===== config.mk =====
export PLATFORM = sky130hd
export DESIGN_NAME = lobm_queue
export DESIGN_NICKNAME = d
export VERILOG_FILES = /design/src/design/lobm_pkg.sv /design/src/design/lobm_queue.sv
export SDC_FILE = /design/constraint.sdc
export NUM_CORES = 1
export LEC_CHECK = 0
export BUFFER_PORTS_ARGS = -buffer_cell sky130_fd_sc_hd__buf_2
export CORE_AREA = 2 2 136 105
export CTS_CLUSTER_DIAMETER = 150
export DETAILED_ROUTE_END_ITERATION = 10
export DIE_AREA = 0 0 138 107
export MAX_ROUTING_LAYER = met4
export PLACE_DENSITY_LB_ADDON = 0.2
export SLEW_MARGIN = 20
export SYNTH_ARGS = -nofsm -noshare
export SYNTH_HDL_FRONTEND = slang
export SYNTH_SLANG_ARGS = --single-unit

===== constraint.sdc =====
create_clock -name i_clk -period 9.38 [get_ports i_clk]
set_clock_uncertainty 0.2 [all_clocks]
set_input_delay 0 -clock i_clk [delete_from_list [all_inputs] [get_ports i_clk]]
set_output_delay 0 -clock i_clk [all_outputs]
set_load 0.02 [all_outputs]

===== src/design/lobm_pkg.sv =====
package lobm_pkg;

    // fixed field widths of the item and result formats
    localparam int ID_W    = 10;
    localparam int PRICE_W = 10;
    localparam int VOL_W   = 32;
    localparam int TOT_W   = 42;
    localparam int SKIP_W  = 42;
    localparam int SUM_W   = TOT_W + 1;

    localparam logic [TOT_W-1:0] LEVEL_MAX = '1;

    // command queue between front and back
    localparam int QDEPTH = 2;
    localparam int QPW    = $clog2(QDEPTH);

    typedef enum logic [1:0] {
        ST_OK        = 2'd0,
        ST_UNKNOWN   = 2'd1,
        ST_NO_VOLUME = 2'd2,
        ST_RANGE     = 2'd3
    } t_status;

    typedef enum logic [1:0] {
        K_QUERY,
        K_REJECT,
        K_CANCEL,
        K_PLACE
    } t_kind;

    typedef struct packed {
        t_kind               kind;
        logic                side;
        logic [ID_W-1:0]     id;
        logic [PRICE_W-1:0]  price;
        logic [VOL_W-1:0]    vol;
        logic [SKIP_W-1:0]   skip;
    } t_cmd;

    typedef struct packed {
        t_status             status;
        logic [PRICE_W-1:0]  top_price;
        logic [VOL_W-1:0]    rested;
    } t_rsp;

    typedef enum logic [4:0] {
        S_CLEAR,
        S_IDLE,
        S_QRD,
        S_QCK,
        S_ORD,
        S_OCK,
        S_C1,
        S_C2,
        S_CPOST,
        S_SCENT,
        S_SCRD,
        S_SCCK,
        S_MBEST,
        S_MRDH,
        S_MHEAD,
        S_MFILL,
        S_R1,
        S_R2,
        S_R3,
        S_RESP
    } t_bstate;

endpackage


===== src/design/lobm_queue.sv =====
module lobm_queue import lobm_pkg::*; (
    input  logic i_clk,
    input  logic i_rst_n,
    input  logic i_push,
    input  t_cmd i_cmd,
    output logic o_full,
    output logic o_valid,
    output t_cmd o_cmd,
    input  logic i_pop
);

    t_cmd               r_mem [QDEPTH];
    logic [QPW-1:0]     r_wp;
    logic [QPW-1:0]     r_rp;
    logic [QPW:0]       r_cnt;

    assign o_full  = r_cnt == (QPW+1)'(QDEPTH);
    assign o_valid = r_cnt != '0;
    assign o_cmd   = r_mem[r_rp];

    always_ff @(posedge i_clk) begin
        if (i_push) begin
            r_mem[r_wp] <= i_cmd;
        end
    end

    always_ff @(posedge i_clk) begin
        if (!i_rst_n) begin
            r_wp  <= '0;
            r_rp  <= '0;
            r_cnt <= '0;
        end else begin
            if (i_push) begin
                r_wp <= r_wp + 1'b1;
            end
            if (i_pop) begin
                r_rp <= r_rp + 1'b1;
            end
            r_cnt <= r_cnt + (QPW+1)'(i_push) - (QPW+1)'(i_pop);
        end
    end

endmodule


==> flow_summary.yaml <==
outcome:
  status: "finished, final reports clean"
route:
  wl_per_cell_um: 17.41
  ant_nets: 0
  drc: 0
  wl_mm: 14.33
  vias: 4122
  first_iter_violations: 238
  drt_first_pass_iters: 4
  vias_per_cell: 5.009
cts:
  cts_tree: "yes"
  clkLatencyLatePin_ps: 420
  cts_max_path_buffers: 2
  clkTransAtPathRegs_ps: 60
  numCtsBuffers: 17
  ctsResizeCount: 0
  clockRootBuffer: "clkbuf_16"
  cts.sinks: 199
  post_cts_buffers: 0
  hold_buffers: 101
  htree_levels: 4
final_layout:
  final_common_cell: "buf_2"
  drive_gt1_frac: 0.5062
  num_antenna_cells: 0
  layout_common_cells: "buf_2, edfxtp_1, dlygate4sd3_1"
  fin_nets: 738
  utilization: 0.7469
  syn_to_final_growth_pct: 36.52
worst_setup_path:
  crit_fanout: 56
  crit_arrival_ps: 2620
  worstSetupEndpointType: "output pin"
  crit_required_ps: 9180
  critPathKind: "flip-flop to output pin"
  worstSetupStartpointType: "flip-flop"
global_routing:
  grt-ovfl-total: 0
  grtUsageTotal: 0.2014
  grt_pass1_vias: 4294
  antenna_found_initial: 0
  grt_start_max_net_pins: 57
  grt_pass1_wl_mm: 21.58
synthesis:
  synth_edf_count: 194
  synth_cell_type_count: 14
  ys_seq_area_frac: 0.8068
  synth_area_um2: 7345
  postSynthCellCount: 323
  synthFlopType: "edfxtp_1"
  yosys_warnings: 0
  syn_avg_cell_area_um2: 22.74
  ys_ff_latch: 199
  synth_nets: 426
  synth_async_sr_flop_share: 0
timing:
  worst_pin_slew_ps: 821.0
  min_period_ps: 2816
  setup_tns_ps: 0
  finalMaxSlewViolations: 0
  fmax_mhz: 355.1
  rsz0062_at_grt: "false"
  final-setup-viol-count: 0
  whs_ps: 95.27
  timing.final.crit_share: 0.3002
  relSlewSlack: 0.4527
  hold_violations: 0
floorplanning:
  dieArea_um2: 14770
  initial_core_util: 0.5471
  die_y_um: 107
  core_um2: 13430
  io_pins: 200
  rows: 37
  die_w_um: 138
hold_path:
  holdCritPathClass: "primary input to flip-flop"
power_and_ir_drop:
  power.internal_w: 0.001493
  clkPwrFrac: 0.321
  switchingPower_w: 0.0004549
  p_leak_nw: 3.881
  ir_drop_mv: 0.1253
  power_density_nw_per_um2: 194.3
  power_switching_share: 0.2335
  pwr-share-seq: 0.538
  combPwrFrac: 0.141
place:
  hpwl_mm: 8.606
  place.gp.congestion: 0.7365
  portBuffers: 199
flow_run:
  cap_violations: 0
[layout make-up]
cell class / instances / area (µm²)
clock inverters: 12 / 62.56
clock buffers: 20 / 436.7
inverters: 2 / 7.507
fillers: 818 / 3398
flip-flops and latches: 199 / 5929
multi-input cells: 111 / 1335
repair buffers: 304 / 2037
well taps: 175 / 219.0
[power groups by stage]
stage | Sequential [W] | Combinational (W) | Clock, W
2_1_floorplan | 0.00106 | 0.000166 | 0
3_3_place_gp | 0.00106 | 0.000237 | 0
3_5_place_dp | 0.00107 | 0.000241 | 0
4_1_cts | 0.00105 | 0.000276 | 0.000636
5_1_grt | 0.00105 | 0.000293 | 0.000670
6_report | 0.00105 | 0.000275 | 0.000625
[Yosys cell counts (2+ instances only)]
| master | number | share of area |
|---|---|---|
| ha_1 | 2 | 0.0034 |
| and2_1 | 4 | 0.0034 |
| mux2_2 | 67 | 0.10 |
| inv_1 | 2 | 0.0010 |
| mux2_4 | 30 | 0.061 |
| buf_6 | 5 | 0.0077 |
| edfxtp_1 | 194 | 0.79 |
| dfxtp_1 | 5 | 0.014 |
| buf_2 | 6 | 0.0041 |
| nor2b_1 | 4 | 0.0034 |
[stage by stage]
| stage | power (W) | area (µm²) | instances | worst slack, ps |
|---|---|---|---|---|
| after detailed placement | 0.001309 | 8517 | 690 | 6989 |
| after CTS | 0.001961 | 10030 | 823 | 6528 |
| after global placement | 0.001302 | 8517 | 690 | 6984 |
| after global routing | 0.002016 | 10030 | 823 | 6424 |
| after floorplan | 0.001226 | 7345 | 323 | 4001 |
| final | 0.001948 | 10030 | 823 | 6564 |
[metal layers]
layer  vias up  part of all wire  track usage
li1       1897                 -            -
met1      2046              0.42       0.2416
met2       165              0.50       0.3324
met3        14             0.065      0.05315
met4         0             0.011      0.07872
met5         -                 0            -
[state kept, by name, indices dropped and copies added (netlist names), named ones only]
| signal | count |
|---|---|
| r_mem | 194 |
| r_cnt | 2 |
| r_rp | 1 |
| r_wp | 1 |
[critical path: stages (launching register included)]
cell	delay (ps)
dfxtp_4	780
buf_4	740
mux2_2	440
buf_2	160
[final timing paths]
path / cells past startpoint / startpoint / slack, ps / end
hold / removal: 2 / i_cmd[24] / 100 / r_mem[0][24]
setup reg to reg: 3 / r_wp / 7100 / r_mem[0][60]
hold reg to reg: 2 / r_rp / 390 / flip-flop
setup / recovery: 3 / flip-flop / 6560 / o_cmd[45]
[logic make-up (layout without fill, tap and decap cells)]
family                   count (synthesis)  count (layout)  synth area share
AO/OA/AOI/OAI                            1               1          0.001023
XOR/XNOR                                 2               2          0.004259
adder cells (fa/ha/maj)                  2               2          0.003407
buffers and inverters                   13             338           0.01278
flip-flops                             199             199            0.8068
multiplexers                            97              97            0.1641
AND/OR/NAND/NOR                          9               9          0.007666
No activity file was read; power rests on OpenSTA's default activity.
