<file path="src/design/lobm_pkg.sv">
package lobm_pkg;

    // fixed field widths of the item and result formats
    localparam int ID_W    = 10;
    localparam int PRICE_W = 10;
    localparam int VOL_W   = 32;
    localparam int TOT_W   = 42;
    localparam int SKIP_W  = 42;
    localparam int SUM_W   = TOT_W + 1;

    localparam logic [TOT_W-1:0] LEVEL_MAX = '1;

    // command queue between front and back
    localparam int QDEPTH = 2;
    localparam int QPW    = $clog2(QDEPTH);

    typedef enum logic [1:0] {
        ST_OK        = 2'd0,
        ST_UNKNOWN   = 2'd1,
        ST_NO_VOLUME = 2'd2,
        ST_RANGE     = 2'd3
    } t_status;

    typedef enum logic [1:0] {
        K_QUERY,
        K_REJECT,
        K_CANCEL,
        K_PLACE
    } t_kind;

    typedef struct packed {
        t_kind               kind;
        logic                side;
        logic [ID_W-1:0]     id;
        logic [PRICE_W-1:0]  price;
        logic [VOL_W-1:0]    vol;
        logic [SKIP_W-1:0]   skip;
    } t_cmd;

    typedef struct packed {
        t_status             status;
        logic [PRICE_W-1:0]  top_price;
        logic [VOL_W-1:0]    rested;
    } t_rsp;

    typedef enum logic [4:0] {
        S_CLEAR,
        S_IDLE,
        S_QRD,
        S_QCK,
        S_ORD,
        S_OCK,
        S_C1,
        S_C2,
        S_CPOST,
        S_SCENT,
        S_SCRD,
        S_SCCK,
        S_MBEST,
        S_MRDH,
        S_MHEAD,
        S_MFILL,
        S_R1,
        S_R2,
        S_R3,
        S_RESP
    } t_bstate;

endpackage

</file>
<file path="src/design/lobm_if.sv">
interface lobm_req_if import lobm_pkg::*; ();
    logic                valid;
    logic                ready;
    logic                operation;
    logic [ID_W-1:0]     order_ref;
    logic                side;
    logic [PRICE_W-1:0]  price;
    logic [VOL_W-1:0]    volume;
    logic [SKIP_W-1:0]   skip_vol;

    modport source (output valid, operation, order_ref, side, price, volume, skip_vol,
                    input ready);
    modport sink   (input valid, operation, order_ref, side, price, volume, skip_vol,
                    output ready);
endinterface


</file>
<file path="src/design/lobm_front.sv">
module lobm_front import lobm_pkg::*; #(
    parameter int ORDER_SLOTS  = 1024,
    parameter int PRICE_LEVELS = 1024
) (
    lobm_req_if.sink i_req,
    input  logic     i_full,
    input  logic     i_clearing,
    output logic     o_push,
    output t_cmd     o_cmd
);

    logic id_bad;
    logic price_bad;

    assign id_bad    = int'(i_req.order_ref) >= ORDER_SLOTS;
    assign price_bad = int'(i_req.price) >= PRICE_LEVELS;

    assign i_req.ready = !i_full && !i_clearing;
    assign o_push      = i_req.valid && i_req.ready;

    always_comb begin
        o_cmd.side  = i_req.side;
        o_cmd.id    = i_req.order_ref;
        o_cmd.price = i_req.price;
        o_cmd.vol   = i_req.volume;
        o_cmd.skip  = i_req.skip_vol;
        if (i_req.operation) begin
            o_cmd.kind = K_QUERY;
        end else if (id_bad) begin
            o_cmd.kind = K_REJECT;
        end else if (i_req.volume == '0) begin
            o_cmd.kind = K_CANCEL;
        end else if (price_bad) begin
            o_cmd.kind = K_REJECT;
        end else begin
            o_cmd.kind = K_PLACE;
        end
    end

endmodule

</file>
<file path="src/flat_wrapper.sv">
// flat-port wrapper written by rule: the top's interface ports become plain ports
module lobm_front_flat import lobm_pkg::*;
#(
    parameter int ORDER_SLOTS  = 1024,
    parameter int PRICE_LEVELS = 1024
)
  (i_full, i_clearing, o_push, o_cmd, i_req_valid, i_req_operation, i_req_order_ref, i_req_side, i_req_price, i_req_volume, i_req_skip_vol, i_req_ready);
  lobm_req_if i_req_i ();
  input  logic i_full;
  input  logic i_clearing;
  output logic o_push;
  output t_cmd o_cmd;
  input wire logic [$bits(i_req_i.valid)-1:0] i_req_valid;
  input wire logic [$bits(i_req_i.operation)-1:0] i_req_operation;
  input wire logic [$bits(i_req_i.order_ref)-1:0] i_req_order_ref;
  input wire logic [$bits(i_req_i.side)-1:0] i_req_side;
  input wire logic [$bits(i_req_i.price)-1:0] i_req_price;
  input wire logic [$bits(i_req_i.volume)-1:0] i_req_volume;
  input wire logic [$bits(i_req_i.skip_vol)-1:0] i_req_skip_vol;
  output wire logic [$bits(i_req_i.ready)-1:0] i_req_ready;
  assign i_req_i.valid = i_req_valid;
  assign i_req_i.operation = i_req_operation;
  assign i_req_i.order_ref = i_req_order_ref;
  assign i_req_i.side = i_req_side;
  assign i_req_i.price = i_req_price;
  assign i_req_i.volume = i_req_volume;
  assign i_req_i.skip_vol = i_req_skip_vol;
  assign i_req_ready = i_req_i.ready;
  lobm_front #(.ORDER_SLOTS(ORDER_SLOTS), .PRICE_LEVELS(PRICE_LEVELS)) u_core (.i_req(i_req_i), .i_full(i_full), .i_clearing(i_clearing), .o_push(o_push), .o_cmd(o_cmd));
endmodule
</file>
<file path="config.mk">
export PLATFORM = sky130hd
export DESIGN_NAME = lobm_front_flat
export DESIGN_NICKNAME = d
export VERILOG_FILES = /design/src/design/lobm_pkg.sv /design/src/design/lobm_if.sv /design/src/design/lobm_front.sv /design/src/flat_wrapper.sv
export SDC_FILE = /design/constraint.sdc
export NUM_CORES = 1
export LEC_CHECK = 0
export BUFFER_PORTS_ARGS = -buffer_cell sky130_fd_sc_hd__buf_4
export CORE_AREA = 2 2 77 79
export DETAILED_ROUTE_END_ITERATION = 8
export DIE_AREA = 0 0 79 81
export SLEW_MARGIN = 20
export SYNTH_ARGS = -nofsm -noshare
export SYNTH_HDL_FRONTEND = slang
export SYNTH_SLANG_ARGS = --single-unit
</file>
<file path="constraint.sdc">
create_clock -name vclk -period 0.8
set_clock_uncertainty 0.05 [all_clocks]
set_input_delay 0.04 -clock vclk [all_inputs]
set_output_delay 0.04 -clock vclk [all_outputs]
set_load 0.005 [all_outputs]
</file>
==> results of run 1 <==
[worst paths after layout]
check / cells past startpoint / endpoint / slack, ps / startpoint
max: 5 / o_cmd[95] / -210 / i_req_volume[24]
min: 0 / o_cmd[15] / 30 / i_req_skip_vol[15]
[layer usage]
| layer | part of all wire | up-vias |
|---|---|---|
| met2 | 0.43 | 78 |
| met1 | 0.23 | 254 |
| met5 | 0 | - |
| met4 | 0.10 | 0 |
| li1 | - | 228 |
| met3 | 0.23 | 42 |
[critical path: cells and delay by family]
family,cells,cell delay (ps)
and+or+nand+nor,2,430
AOI/OAI and AO/OA,1,210
buffers and inverters,2,230
[placed cells by master, fill, tap and decap left out, drive strengths merged]
cell type / count
nand4: 2
nor2: 1
and2: 1
inv: 1
buf: 83
nor4: 8
o21a: 1
[logic make-up after synthesis]
family                 Yosys count  share of synthesized area
AO/OA/AOI/OAI                    1                   0.009349
AND/OR/NAND/NOR                 12                    0.09812
buffers and inverters           96                     0.8925
[cell usage after synthesis (all sizes together)]
cell,instances
nor2,1
o21a,1
nor4,8
inv,1
nand4,2
and2,1
buf,95
[power by group through the flow]
| stage | registers [mW] | clock network [mW] | logic [mW] |
|---|---|---|---|
| 3_5_place_dp | 0 | 0 | 0.375 |
| 2_1_floorplan | 0 | 0 | 0.401 |
| 4_1_cts | 0 | 0 | 0.411 |
| 6_report | 0 | 0 | 0.436 |
| 5_1_grt | 0 | 0 | 0.465 |
| 3_3_place_gp | 0 | 0 | 0.370 |
[through the flow]
stage | hold WS [ps] | cell area (sq um) | std cells
final | 30.00 | 932.1 | 172
after global routing | 30.01 | 932.1 | 172
after CTS | 30.03 | 882.1 | 172
after detailed placement | 30.03 | 807.0 | 172
after global placement | 30.03 | 807.0 | 172
after floorplan | 61.58 | 803.3 | 109
[repair_timing]
action,4_1_cts,5_1_grt
resized for setup,12,10
endpoints found under the setup margin,1,1
buffers inserted,0,0
pin swaps,5,7
hold endpoints to repair,0,0
gates cloned,0,0
[cell type report]
type | count | area (sq um) | area share
inverter | 1 | 3.754 | 0.004027
multi-input combinational | 13 | 173.9 | 0.1866
tap | 75 | 93.84 | 0.1007
timing repair buffer | 83 | 660.6 | 0.7087
==> reports/results.tsv, run 1 <==
stage	metric	value	unit
sta	rsz0062_at_grt	true	
worst_setup_path	cp_slowest_cell	nor4_4	
detailed_routing	routed_wl	2255	microns
detailed_routing	drc	0	
final_layout	fin_util	0.1642	
sta	finalWorstSetupSlack	-205.2	ps
sta	hold_violations	0	
cts	hold_buffers	0	
global_route	met2_usage	0.1000	
final_layout	area_delta_synth_final	16.04	%
worst_setup_path	arrival	920	ps
detailed_routing	wl_per_cell	13.11	microns
global_route	grt_util_met1	0.03245	
yosys	yosysTopAreaCellShare	0.8879	
status	violations	negative setup slack	
global_route	grtUsageMet3	0.03556	
yosys	syn-cell-area	803.3	sq um
sta	fin_tns_setup	-205.2	ps
power	vdd_drop_max	0.1406	mV
worst_setup_path	critPathKind	in2out	
global_route	antenna_found_initial	0	
sta	post-route-period-util	1.257	
global_route	grt_pass1_wl	2801	microns
detailed_routing	num_vias	602	
floorplanning	die-area	6399	sq um
yosys	avgSynthCellArea	7.369	sq um
status	status	finished with violations	
floorplanning	rows	28	
yosys	ys_types	8	
power	p_int	289.7	uW
final_layout	nFlopsAndLatches	0	
yosys	yosysSeqAreaShare	0	
worst_setup_path	critical-path-max-stage-delay	270	ps
power	p_total	435.7	uW
floorplanning	fp.dieH	81	microns
sta	tightest_slew	213.3	ps
global_route	grt_max_degree	3	
yosys	synthesis.nets	208	
final_layout	drive_above_1_share	0.9381	
global_route	grt_usage	0.05455	
sta	slew_headroom	0.8567	
detailed_routing	ant_nets	0	
detailed_routing	drtIter0Drc	6	
global_route	globalRouteOverflowTotal	0	
min_path	worst_hold_path_type	in2out	
floorplanning	start_util	0.1415	
sta	clock.fmax	994.8	MHz
power	clkPwrFrac	0	
floorplanning	ioPinCount	198	
run	cap_violations	0	
placement	gp_congestion	0.5452	
worst_setup_path	crit_path_start_kind	input pin	
final_layout	nNetsFinal	198	
yosys	yosysTopAreaCell	buf_4	
power	swShare	0.3350	
yosys	yosys-top-cells-area	buf_4, nor4_1, nand4_1	
final_layout	num-clock-buffers	0	
power	power_leakage	0.4396	nW
worst_setup_path	crit_chain	buf_8, nor4_4, nand4_1, o21a_1, buf_4	
worst_setup_path	cp-end-kind	primary output	
floorplanning	dieWidth	79	microns
power	cellPowerDensity	467.4	nW/um^2
worst_setup_path	cp_max_fo	2	
sta	setup_viol	1	
final_layout	antenna_cells	0	
power	seq_power_share	0	
yosys	yosys_warnings	0	
power	p_sw	146.0	uW
final_layout	n_fill_cell	639	
final_layout	ff_latch_area	0	sq um
global_route	grt_pass1_vias	565	
global_route	grt_busiest_layer	met2	
detailed_routing	first_pass_iters	2	
yosys	synth_cells	109	
worst_setup_path	required	710	ps
detailed_routing	vias_per_cell	3.500	
floorplanning	core	5675	sq um
power	combPwrFrac	1.000	
sta	slew_violations	0	
placement	pre_cts_slack	-334.0	ps
placement	io_buffers	72	
sta	fin_crit	1005	ps
(Power assumes the default switching activity.)
==> run 2, diff against run 1 <==
--- a/config.mk
+++ b/config.mk
@@ -6,9 +6,9 @@
 export NUM_CORES = 1
 export LEC_CHECK = 0
 export BUFFER_PORTS_ARGS = -buffer_cell sky130_fd_sc_hd__buf_4
-export CORE_AREA = 2 2 77 79
+export CORE_AREA = 2 2 76 78
 export DETAILED_ROUTE_END_ITERATION = 8
-export DIE_AREA = 0 0 79 81
+export DIE_AREA = 0 0 78 80
 export SLEW_MARGIN = 20
 export SYNTH_ARGS = -nofsm -noshare
 export SYNTH_HDL_FRONTEND = slang
==> constraint.sdc (replaced) <==
create_clock -name vclk -period 1
set_clock_uncertainty 0.05 [all_clocks]
set_input_delay 0.05 -clock vclk [all_inputs]
set_output_delay 0.05 -clock vclk [all_outputs]
set_load 0.005 [all_outputs]
==> run 2 against run 1 <==
Effect of this change:
- the run now ends clean
- via count down 5.3%
- total power down 21%
- final area down 0.54%
- die area down 2.5%
- first-iteration DRC count down 33%
- utilization up 0.73 points
- sequential share of layout area unchanged
- non-clock buffer count down 4
- global-route usage up 0.26 points
- critical path depth unchanged
- cell count down 4.1%
- largest cell class unchanged
- highest routed layer unchanged
==> reports/results.tsv, run 2 (synthesized netlist as in run 1, its figures left out) <==
stage	metric	value	unit	change
sta	hold_violations	0		unchanged
detailed_routing	vias_per_cell	3.455		was 3.500
power	vdd_drop_max	0.1107	mV	was 0.1406 mV
global_route	grt_max_degree	3		unchanged
floorplanning	start_util	0.1486		was 0.1415
sta	fin_crit	980.9	ps	
detailed_routing	first_pass_iters	2		unchanged
floorplanning	fp.dieH	80	microns	was 81 microns
floorplanning	die-area	6240	sq um	was 6399 sq um
worst_setup_path	critPathKind	in2out		unchanged
final_layout	nNetsFinal	194		was 198
worst_setup_path	cpMostUsedCell	buf_6		
final_layout	final_cells	165		was 172
detailed_routing	num_vias	570		was 602
floorplanning	ioPinCount	198		unchanged
sta	slew_violations	0		unchanged
final_layout	num-clock-buffers	0		unchanged
placement	dp_hpwl	1908	microns	
detailed_routing	dr_wl_met2	991	microns	was 971 microns
worst_setup_path	cp-end-kind	primary output		unchanged
power	power_leakage	0.4272	nW	was 0.4396 nW
global_route	grt_pass1_wl	2884	microns	was 2801 microns
detailed_routing	ant_nets	0		unchanged
placement	gp_congestion	0.5185		was 0.5452
power	cellPowerDensity	372.0	nW/um^2	was 467.4 nW/um^2
sta	rsz0062_at_grt	true		unchanged
final_layout	area_delta_synth_final	15.42	%	was 16.04%
floorplanning	core	5405	sq um	was 5675 sq um
global_route	antenna_found_initial	0		unchanged
detailed_routing	drt-met1-wl	418	microns	was 529 microns
worst_setup_path	cp_slowest_cell	nor4_4		unchanged
final_layout	antenna_cells	0		unchanged
detailed_routing	routed_wl	2172	microns	was 2255 microns
global_route	grt_usage	0.05719		was 0.05455
detailed_routing	route.met3.wl	595	microns	was 518 microns
placement	io_buffers	72		unchanged
final_layout	fin_util	0.1715		was 0.1642
sta	post-route-period-util	0.9809		
worst_setup_path	critical-path-max-stage-delay	260	ps	was 270 ps
detailed_routing	drtIter0Drc	4		was 6
sta	clock.fmax	1019	MHz	
placement	dp_cells	165		was 172
final_layout	design_area	927.1	sq um	was 932.1 sq um
floorplanning	dieWidth	78	microns	was 79 microns
detailed_routing	drc	0		unchanged
min_path	worst_hold_path_type	in2out		unchanged
floorplanning	rows	27		was 28
worst_setup_path	cp_max_fo	2		unchanged
final_layout	final_cell_mix	buf_4, buf_6, nor4_4, nand4_1		was buf_4, buf_6, nor4_4, nor4_2, nand4_1
sta	tightest_slew	200.0	ps	was 213.3 ps
final_layout	nFlopsAndLatches	0		unchanged
final_layout	drive_above_1_share	0.9355		was 0.9381
final_layout	final_common_cell	buf_4		unchanged
sta	slew_headroom	0.8657		was 0.8567
power	p_total	344.9	uW	was 435.7 uW
detailed_routing	dr.max_layer_used	met4		unchanged
detailed_routing	wl_per_cell	13.16	microns	was 13.11 microns
status	status	finished, final reports clean		was finished with violations
worst_setup_path	arrival	880	ps	was 920 ps
global_route	globalRouteOverflowTotal	0		unchanged
run	cap_violations	0		unchanged
sta	fin_tns_setup	0	ps	was -205.2 ps
placement	place_area	773.2	sq um	was 807.0 sq um
final_layout	ff_latch_area	0	sq um	unchanged
worst_setup_path	crit_chain	buf_6, nor4_4, nand4_1, o21a_1, buf_6		was buf_8, nor4_4, nand4_1, o21a_1, buf_4
worst_setup_path	required	900	ps	was 710 ps
sta	setup_viol	0		was 1
global_route	grt_pass1_vias	566		was 565
worst_setup_path	crit_path_start_kind	input pin		unchanged
==> run 2: cell types whose count changed in the layout (fill, tap and decap cells not counted) <==
cell / before / now
buf_6: 8 / 11
nor4_4: 5 / 7
buf_4: 74 / 67
nor4_2: 3 / 1
==> run 2: power breakdown <==
part / switching [mW] / leakage [nW] / internal (mW)
registers: 0 / 0 / 0
clock network: 0 / 0 / 0
logic: 0.117 / 0.427 / 0.228
total: 0.117 / 0.427 / 0.228
==> run 2: metrics by stage <==
| step | hold slack [ps] | setup WS [ps] |
|---|---|---|
| finish | 50.00 | 19.09 |
| global placement | 50.03 | -136.8 |
| CTS | 50.03 | -2.936 |
| floorplan | 81.58 | 297.6 |
| detailed placement | 50.03 | -134.0 |
| global route | 50.01 | -23.62 |
==> run 2: cell type report <==
| class | instances | area (sq um) |
|---|---|---|
| inverters | 1 | 3.754 |
| fillers | 600 | 4478 |
| multi-input cells | 13 | 191.4 |
| repair buffers | 79 | 641.9 |
| well taps | 72 | 90.09 |
==> run 2: final timing paths <==
check / start / endpoint / slack, ps / cells past startpoint
max: i_req_volume[24] / o_cmd[95] / 20 / 5
min: i_req_skip_vol[25] / o_cmd[25] / 50 / 0
==> run 2: critical path, delay by kind of cell <==
family                 cells  cell delay, ps
AO/OA/AOI/OAI              1             210
buffers and inverters      2             210
AND/OR/NAND/NOR            2             400
==> run 2: what timing repair did <==
item                                    4_1_cts  5_1_grt
pin swaps                                     8        7
setup buffers                                 0        0
hold buffers                                  0        0
endpoints found under the setup margin        1        1
gates resized for setup                      19        8
==> run 2: layer usage <==
metal / up-vias / track usage
li1: 222 / -
met1: 228 / 0.03356
met2: 92 / 0.1000
met3: 28 / 0.05430
met4: 0 / 0.04737
met5: - / 0
==> run 3, diff against run 2 <==
--- a/config.mk
+++ b/config.mk
@@ -6,9 +6,9 @@
 export NUM_CORES = 1
 export LEC_CHECK = 0
 export BUFFER_PORTS_ARGS = -buffer_cell sky130_fd_sc_hd__buf_4
-export CORE_AREA = 2 2 76 78
+export CORE_AREA = 2 2 77 79
 export DETAILED_ROUTE_END_ITERATION = 8
-export DIE_AREA = 0 0 78 80
+export DIE_AREA = 0 0 79 81
 export SLEW_MARGIN = 20
 export SYNTH_ARGS = -nofsm -noshare
 export SYNTH_HDL_FRONTEND = slang
==> constraint.sdc (replaced) <==
create_clock -name vclk -period 1.24
set_clock_uncertainty 0.05 [all_clocks]
set_input_delay 0.062 -clock vclk [all_inputs]
set_output_delay 0.062 -clock vclk [all_outputs]
set_load 0.005 [all_outputs]
==> run 3 against run 2 <==
Effect of this change:
- total power fell by 38%
- utilization is 4.3 points lower
- worst setup slack better by 94 ps
- die area rose by 2.5%
- final area is 21% lower
- largest cell class unchanged
- highest routed layer unchanged
==> reports/results.tsv, run 3 (synthesized netlist as in run 1, its figures left out) <==
stage	metric	value	unit	change
status	status	finished, final reports clean		unchanged
power	cellPowerDensity	293.1	nW/um^2	was 372.0 nW/um^2
sta	hold_violations	0		unchanged
worst_setup_path	arrival	1020	ps	was 880 ps
detailed_routing	first_pass_iters	3		was 2
detailed_routing	ant_nets	0		unchanged
worst_setup_path	critPathKind	in2out		unchanged
global_route	antenna_found_initial	0		unchanged
cts	hold_buffers	0		unchanged
final_layout	final_cell_mix	buf_4, nor4_1, nor4_2, nand4_1		was buf_4, buf_6, nor4_4, nand4_1
sta	clock.fmax	887.3	MHz	
sta	rsz0062_at_grt	false		was true
placement	io_buffers	72		unchanged
placement	dp_cells	161		was 165
worst_setup_path	crit_end	o_cmd[95]		unchanged
final_layout	multiInputGateArea	92.59	sq um	was 191.4 sq um
global_route	globalRouteOverflowTotal	0		unchanged
final_layout	drive_above_1_share	0.8605		was 0.9355
sta	fin_hold_ws	74.00	ps	was 50.00 ps
final_layout	nFlopsAndLatches	0		unchanged
detailed_routing	drc	0		unchanged
min_path	worst_hold_path_type	in2out		unchanged
worst_setup_path	cp_max_fo	2		unchanged
worst_setup_path	crit_path_start_kind	input pin		unchanged
sta	slew_headroom	0.7880		was 0.8657
floorplanning	fp.dieH	81	microns	was 80 microns
sta	setup_viol	0		unchanged
placement	place_area	724.4	sq um	was 773.2 sq um
worst_setup_path	crit_chain	buf_4, nor4_1, nand4_1, o21a_1, buf_4		was buf_6, nor4_4, nand4_1, o21a_1, buf_6
sta	fin_crit	1127	ps	
final_layout	design_area	730.7	sq um	was 927.1 sq um
global_route	grt_usage	0.04709		was 0.05719
final_layout	fin_util	0.1287		was 0.1715
worst_setup_path	cp-end-kind	primary output		unchanged
worst_setup_path	critical-path-max-stage-delay	340	ps	was 260 ps
final_layout	num-clock-buffers	0		unchanged
worst_setup_path	cpMostUsedCell	buf_4		was buf_6
floorplanning	die-area	6399	sq um	was 6240 sq um
final_layout	antenna_cells	0		unchanged
sta	slew_violations	0		unchanged
floorplanning	rows	28		was 27
final_layout	final_common_cell	buf_4		unchanged
detailed_routing	wl_per_cell	12.27	microns	was 13.16 microns
worst_setup_path	worstSetupStartpoint	i_req_volume[11]		was i_req_volume[24]
global_route	grt_pass1_wl	2359	microns	was 2884 microns
floorplanning	core	5675	sq um	was 5405 sq um
placement	gp_congestion	0.5082		was 0.5185
placement	dp_hpwl	1780	microns	was 1908 microns
detailed_routing	drtIter0Drc	6		was 4
floorplanning	dieWidth	79	microns	was 78 microns
power	p_total	214.2	uW	was 344.9 uW
global_route	grt_max_degree	3		unchanged
global_route	grt_pass1_vias	474		was 566
final_layout	area_delta_synth_final	-9.034	%	was 15.42%
detailed_routing	routed_wl	1976	microns	was 2172 microns
run	cap_violations	0		unchanged
final_layout	nNetsFinal	187		was 194
power	vdd_drop_max	0.07160	mV	was 0.1107 mV
detailed_routing	num_vias	544		was 570
min_path	hold_path_depth	0		unchanged
placement	pre_cts_slack	72.23	ps	was -134.0 ps
floorplanning	ioPinCount	198		unchanged
sta	fin_tns_setup	0	ps	unchanged
detailed_routing	vias_per_cell	3.379		was 3.455
sta	post-route-period-util	0.9089		
final_layout	ff_latch_area	0	sq um	unchanged
final_layout	n_fill_cell	652		was 600
worst_setup_path	cp_slowest_cell	nor4_1		was nor4_4
sta	tightest_slew	315.1	ps	was 200.0 ps
final_layout	final_cells	161		was 165
floorplanning	start_util	0.1415		was 0.1486
sta	finalWorstSetupSlack	113.0	ps	was 19.09 ps
worst_setup_path	required	1130	ps	was 900 ps
power	power_leakage	0.3637	nW	was 0.4272 nW
==> run 3: cell types whose count changed in the layout (fill, tap and decap cells not counted) <==
cell	change
buf_6	-11
nor4_4	-7
nor4_1	+6
buf_4	+5
buf_8	-1
nor4_2	+1
==> run 3: worst min path at each step <==
stage	from	endpoint	slack (ps)
5_1_grt	i_req_skip_vol[6]	o_cmd[6]	70
3_5_place_dp	i_req_skip_vol[13]	o_cmd[13]	70
4_1_cts	i_req_skip_vol[13]	o_cmd[13]	70
2_1_floorplan	i_full	i_req_ready	110
6_report	i_req_skip_vol[15]	o_cmd[15]	70
3_3_place_gp	i_req_skip_vol[13]	o_cmd[13]	70
==> run 3: worst max-delay path: cells and delay by family <==
family,cells,cell delay (ps)
simple gates,2,520
buf+inv,2,240
compound gates,1,200
==> run 3: metal layers <==
layer	global-route usage	vias to the layer above	wire length, microns
met2	0.08305	78	810
li1	-	209	-
met3	0.03333	42	515
met5	0	-	0
met1	0.02583	215	414
met4	0.06034	0	236
==> run 3: area by class of cell <==
cell class	instances	area share
multi-input cells	13	0.1267
repair buffers	72	0.7397
inverters	1	0.005137
well taps	75	0.1284
==> run 3: power by group <==
group / internal, mW / leakage, nW / total [mW] / switching [mW]
combinational: 0.147 / 0.364 / 0.214 / 0.0669
sequential: 0 / 0 / 0 / 0
clock: 0 / 0 / 0 / 0
total: 0.147 / 0.364 / 0.214 / 0.0669
==> run 3: what timing repair did <==
item / in CTS / in global routing
setup buffers: 0 / 0
endpoints found under the setup margin: 0 / 1
resized for setup: 0 / 1
